[src/sv/ccse_sqrt.sv]
// Bit-serial integer square root, two radicand bits per cycle.
`timescale 1ns / 1ps
`default_nettype none
module ccse_sqrt #(
  parameter int IN_W  = 37,
  parameter int OUT_W = (IN_W + 1) / 2
) (
  input  wire logic             clk,
  input  wire logic             rst_n,
  input  wire logic             start,
  input  wire logic [IN_W-1:0]  radicand,
  output logic                  done,
  output logic [OUT_W-1:0]      root
);

  localparam int RAD_W = 2 * OUT_W;
  localparam int REM_W = OUT_W + 3;
  localparam int CNT_W = $clog2(OUT_W + 1);

  logic [RAD_W-1:0] rad_r, rad_nxt;
  logic [REM_W-1:0] rem_r, rem_nxt;
  logic [OUT_W-1:0] root_r, root_nxt;
  logic [CNT_W-1:0] cnt_r, cnt_nxt;
  logic             busy_r, busy_nxt;
  logic             done_r, done_nxt;
  logic [REM_W-1:0] rem_sh, trial;

  always_comb begin
    rem_sh   = {rem_r[REM_W-3:0], rad_r[RAD_W-1 -: 2]};
    trial    = REM_W'({root_r, 2'b01});
    rad_nxt  = rad_r;
    rem_nxt  = rem_r;
    root_nxt = root_r;
    cnt_nxt  = cnt_r;
    busy_nxt = busy_r;
    done_nxt = 1'b0;
    if (start) begin
      rad_nxt  = RAD_W'(radicand);
      rem_nxt  = '0;
      root_nxt = '0;
      cnt_nxt  = '0;
      busy_nxt = 1'b1;
    end else if (busy_r) begin
      rad_nxt = {rad_r[RAD_W-3:0], 2'b00};
      if (rem_sh >= trial) begin
        rem_nxt  = rem_sh - trial;
        root_nxt = {root_r[OUT_W-2:0], 1'b1};
      end else begin
        rem_nxt  = rem_sh;
        root_nxt = {root_r[OUT_W-2:0], 1'b0};
      end
      cnt_nxt = cnt_r + CNT_W'(1);
      if (cnt_r == CNT_W'(OUT_W - 1)) begin
        busy_nxt = 1'b0;
        done_nxt = 1'b1;
      end
    end
  end

  always_ff @(posedge clk) begin
    if (!rst_n) begin
      busy_r <= 1'b0;
      done_r <= 1'b0;
      cnt_r  <= '0;
    end else begin
      busy_r <= busy_nxt;
      done_r <= done_nxt;
      cnt_r  <= cnt_nxt;
    end
    rad_r  <= rad_nxt;
    rem_r  <= rem_nxt;
    root_r <= root_nxt;
  end

  assign done = done_r;
  assign root = root_r;

  a_done_one_cycle: assert property (@(posedge clk) disable iff (!rst_n)
    done_r |=> !done_r)
    else $error("sqrt done held longer than a cycle");
  a_no_busy_after_done: assert property (@(posedge clk) disable iff (!rst_n)
    done_r |-> !busy_r)
    else $error("sqrt still busy at done");
  a_start_busy: assert property (@(posedge clk) disable iff (!rst_n)
    start |=> busy_r)
    else $error("sqrt did not start");

endmodule
`default_nettype wire

[config.mk]
export PLATFORM = sky130hd
export DESIGN_NAME = ccse_sqrt
export DESIGN_NICKNAME = d
export VERILOG_FILES = /design/src/sv/ccse_sqrt.sv
export SDC_FILE = /design/constraint.sdc
export NUM_CORES = 1
export LEC_CHECK = 0
export BUFFER_PORTS_ARGS = -buffer_cell sky130_fd_sc_hd__buf_2
export CORE_MARGIN = 2
export CORE_UTILIZATION = 43
export CTS_BUF_LIST = sky130_fd_sc_hd__clkbuf_16
export CTS_CLUSTER_DIAMETER = 100
export DETAILED_ROUTE_END_ITERATION = 8
export HOLD_SLACK_MARGIN = 0.08
export PLACE_DENSITY_LB_ADDON = 0.2
export SYNTH_ARGS = -nofsm -noshare
export SYNTH_HDL_FRONTEND = slang
export SYNTH_SLANG_ARGS = --single-unit
export TNS_END_PERCENT = 30
[constraint.sdc]
create_clock -name clk -period 3.23 [get_ports clk]
set_input_delay 0.323 -clock clk [delete_from_list [all_inputs] [get_ports clk]]
set_output_delay 0.323 -clock clk [all_outputs]
set_load 0.03 [all_outputs]
==> results by group <==
Worst setup path
  – Internal reg-to-reg setup slack: 0.73 ns
  – Critical R2R Launch: root[5]$_SDFFE_PP0P_
  – Required time at the worst-slack endpoint: 3.47 ns
  – Largest driver fanout on the critical path: 27
  – R2r worst-path depth: 9
  – Endpoint kind of the worst setup timing path: flop
  – Crit Path Category: reg2reg
  – Kind of start point of the critical path: flop
  – Worst R2R End: rem_r[6]$_SDFFE_PP0P_
  – Worst endpoint data arrival time: 2.75 ns

Detailed routing
  – Met1 routed wirelength after detailed routing: 3970 um
  – Routed length per instance: 13.8 um
  – Post-detailed-route via-to-cell ratio: 5.20
  – Total wire length: 8680 um
  – # DRC: 0
  – Number of nets still failing antenna checks after routing: 0
  – Routed met3 length: 498 um
  – Drt first pass iters: 4
  – Violation count after the first detailed-routing iteration: 102
  – Uppermost layer routed: met4
  – Detailed-routed wire length on met2: 4050 um
  – Total via count in the routed design: 3,266

Min path
  – Worst hold path endpoint: busy_r$_SDFF_PN0_
  – Hold Crit Start: rst_n
  – Min-Delay Path Class: in2reg
  – Number of instances on the worst hold path: 2

Clock tree
  – Count of hold-fix buffers inserted at cts: 0
  – CTS H-tree lvls: 3
  – Worst skew pair latency: 0.34 ns
  – TritonCTS clock tree: yes
  – Number of sinks driven by the clock tree: 84
  – Post-CTS Repair Setup Buffers: 0
  – Clock tree buffer depth: 2
  – Root Driver: clkbuf_16
  – Number of buffers created by CTS: 9
  – Clock transition at the registers of the reported paths: 0.07 ns
  – CTS resizes: 0

Layout
  – Area added between synthesis and finish: 15.6%
  – # fillers: 951
  – Non-filler cells, final: 628
  – Final #Nets: 550
  – Diode insertion count for antenna repair: 0
  – Layout cells sized above 1: 25.0%

GRT
  – Number of global-route vias before repair: 3,347
  – GRT overflow: 0
  – Overall routing resource usage: 16.4%
  – Initial antenna violation count: 0
  – Largest net degree at the start of global routing: 74
  – Wire length of the first global-routing pass: 14,900 um

STA
  – Worst hold margin: 0.228 ns
  – Transition at the pin with the smallest max-transition slack: 0.808 ns
  – Achievable Freq: 399 MHz
  – Rel. slew slack: 46.2%
  – Share of the cycle needed by the critical path after routing: 77.5%
  – # setup viols final: 0
  – Final critical-path required period: 2.50 ns
  – Final Max Slew Viols: 0
  – Unrepaired setup endpoints after global routing: no
  – Hold Violations, Final: 0
  – Summed negative setup slack over all endpoints: 0 ns
  – Max Clock Skew: 0.00708 ns

Synthesis
  – Library cells used by synthesis: 51
  – Syn Std Cell Area: 4510 um^2
  – Seq/Total Area, Yosys: 45.5%
  – Synthesized instance count: 432
  – Seq cells post-synth: 84
  – Total number of yosys warnings: 0
  – Synthesized area divided by synthesized cell count: 10.4 um^2
  – Total nets after synthesis: 495

Status
  – Outcome: completed

Floorplanning
  – Core Region: 10,200 um^2
  – Die ar.: 11,300 um^2
  – Die width: 106 um
  – Chip height: 106 um
  – Ports: 60
  – Initial standard-cell utilization of the core: 44.1%
  – Row count: 37

Pwr
  – Largest vdd supply drop: 0.541 mV
  – Leakage component of the power: 2.18 nW
  – Total power per unit cell area: 852 nW/um^2

Placement
  – Cells after DPL: 612
  – Routability congestion estimate from global placement: 0.827
  – Total half-perimeter wirelength after legalization and detailed placement: 6080 um
  – Port-buffer cells: 59

Run
  – Count of max-cap constraint violations: 0
-- metal layers --
metal	vias to the layer above	GRT usage, %
li1	1655	-
met3	15	5.40
met1	1533	19.9
met2	63	26.8
met4	0	6.48
met5	-	0
-- where the power goes --
part           total, mW  switching (mW)  leakage (nW)  internal, mW
Clock               1.05           0.441         0.153         0.613
Sequential          1.34          0.0878         0.756          1.25
Combinational       2.05            1.14          1.27         0.905
-- cells in the mapped netlist (all sizes together) --
library cell	instances	area [um^2]
xor2	13	114
a32oi	1	16.3
xnor2	6	52.6
inv	27	101
a22o	1	8.76
mux2i	34	340
or3	2	12.5
nand4bb	1	11.3
o21bai	1	7.51
and2	3	18.8
buf	11	67.6
o31ai	1	7.51
a21boi	1	7.51
o211ai	4	35.0
a211o	1	8.76
nor2b	1	6.26
nand3	3	15.0
a2111oi	1	8.76
nand2	28	105
o22ai	1	6.26
nand4	4	25.0
nor2	52	195
a21oi	18	109
o2111ai	1	8.76
nand2b	7	43.8
dfxtp	47	941
and4b	1	10.0
and3	1	6.26
a221oi	2	35.0
o221ai	2	17.5
a21o	10	75.1
mux2	35	394
o221a	1	11.3
nor3	4	25.0
ha	23	288
edfxtp	37	1110
o21ai	20	100
a31oi	3	18.8
a211oi	14	105
clkbuf	8	31.3
o21a	1	7.51
-- worst max-delay path: stages (launching register included) --
cell and delay [ns]:
dfxtp_1 0.36, inv_1 0.06, ha_1 0.36, a21oi_1 0.30, o211ai_2 0.14, a221oi_4 0.34, a32oi_2 0.15, buf_4 0.27
mux2i_1 0.16, a211oi_1 0.25
-- sequential cells by signal (all words and copies together) (netlist names) --
name,count
rem_r,20
rad_r,38
busy_r,1
root,19
done,1
cnt_r,5
-- stage by stage --
stage | setup WS, ns | area [um^2] | util [%] | power [mW]
2_1_floorplan | 0.765 | 4510 | - | 3.16
6_report | 0.726 | 5210 | 51.0 | 4.44
3_5_place_dp | 0.724 | 4910 | 48.0 | 3.40
3_3_place_gp | 0.766 | 4910 | 48.0 | 3.36
5_1_grt | 0.395 | 5210 | 51.0 | 4.79
4_1_cts | 0.705 | 5210 | 51.0 | 4.48
-- kinds of logic after synthesis --
group | count (synthesis) | share of synthesized area [%]
muxes | 69 | 16.3
AOI/OAI and AO/OA | 84 | 13.2
buffers and inverters | 46 | 4.44
DFF | 84 | 45.5
xor gates and xnor gates | 19 | 3.69
and+or+nand+nor | 107 | 10.5
adders and majority gates | 23 | 6.38
-- layout by cell type (no fill, tap or decap), drive strengths merged, types with 2 or more instances in the layout --
cell and n:
dfxtp 47, or3 2, nor3 4, buf 63
nand2b 7, nor2 52, xnor2 6, clkbuf 9
xor2 13, o21ai 20, nand4 4, ha 23
a221oi 2, a21o 10, inv 31, edfxtp 37
nand2 28, nand3 3, a211oi 14, mux2i 34
o211ai 4, clkinv 2, a21oi 18, and2 3
a31oi 3, mux2 35, o221ai 2
-- area by class of cell --
type / count / area [um^2] / area share, %
Clock buffer: 9 / 225 / 4.32
Clock inverter: 7 / 81.3 / 1.56
Inverter: 27 / 101 / 1.94
Multi-Input combinational cell: 302 / 2260 / 43.3
Sequential cell: 84 / 2050 / 39.4
Tap cell: 136 / 170 / 3.26
Timing Repair Buffer: 63 / 325 / 6.24
-- worst max-delay path by stage --
| stage | startpoint | end | slack, ns |
|---|---|---|---|
| floorplan | root[5]$_SDFFE_PP0P_ | rem_r[1]$_SDFFE_PP0P_ | 0.77 |
| detailed placement | root[5]$_SDFFE_PP0P_ | rem_r[6]$_SDFFE_PP0P_ | 0.72 |
| CTS | root[5]$_SDFFE_PP0P_ | rem_r[6]$_SDFFE_PP0P_ | 0.70 |
| finish | root[5]$_SDFFE_PP0P_ | rem_r[6]$_SDFFE_PP0P_ | 0.73 |
| global placement | root[5]$_SDFFE_PP0P_ | rem_r[1]$_SDFFE_PP0P_ | 0.77 |
| global route | root[6]$_SDFFE_PP0P_ | rem_r[19]$_SDFFE_PP0P_ | 0.40 |
(Power assumes the default switching activity.)
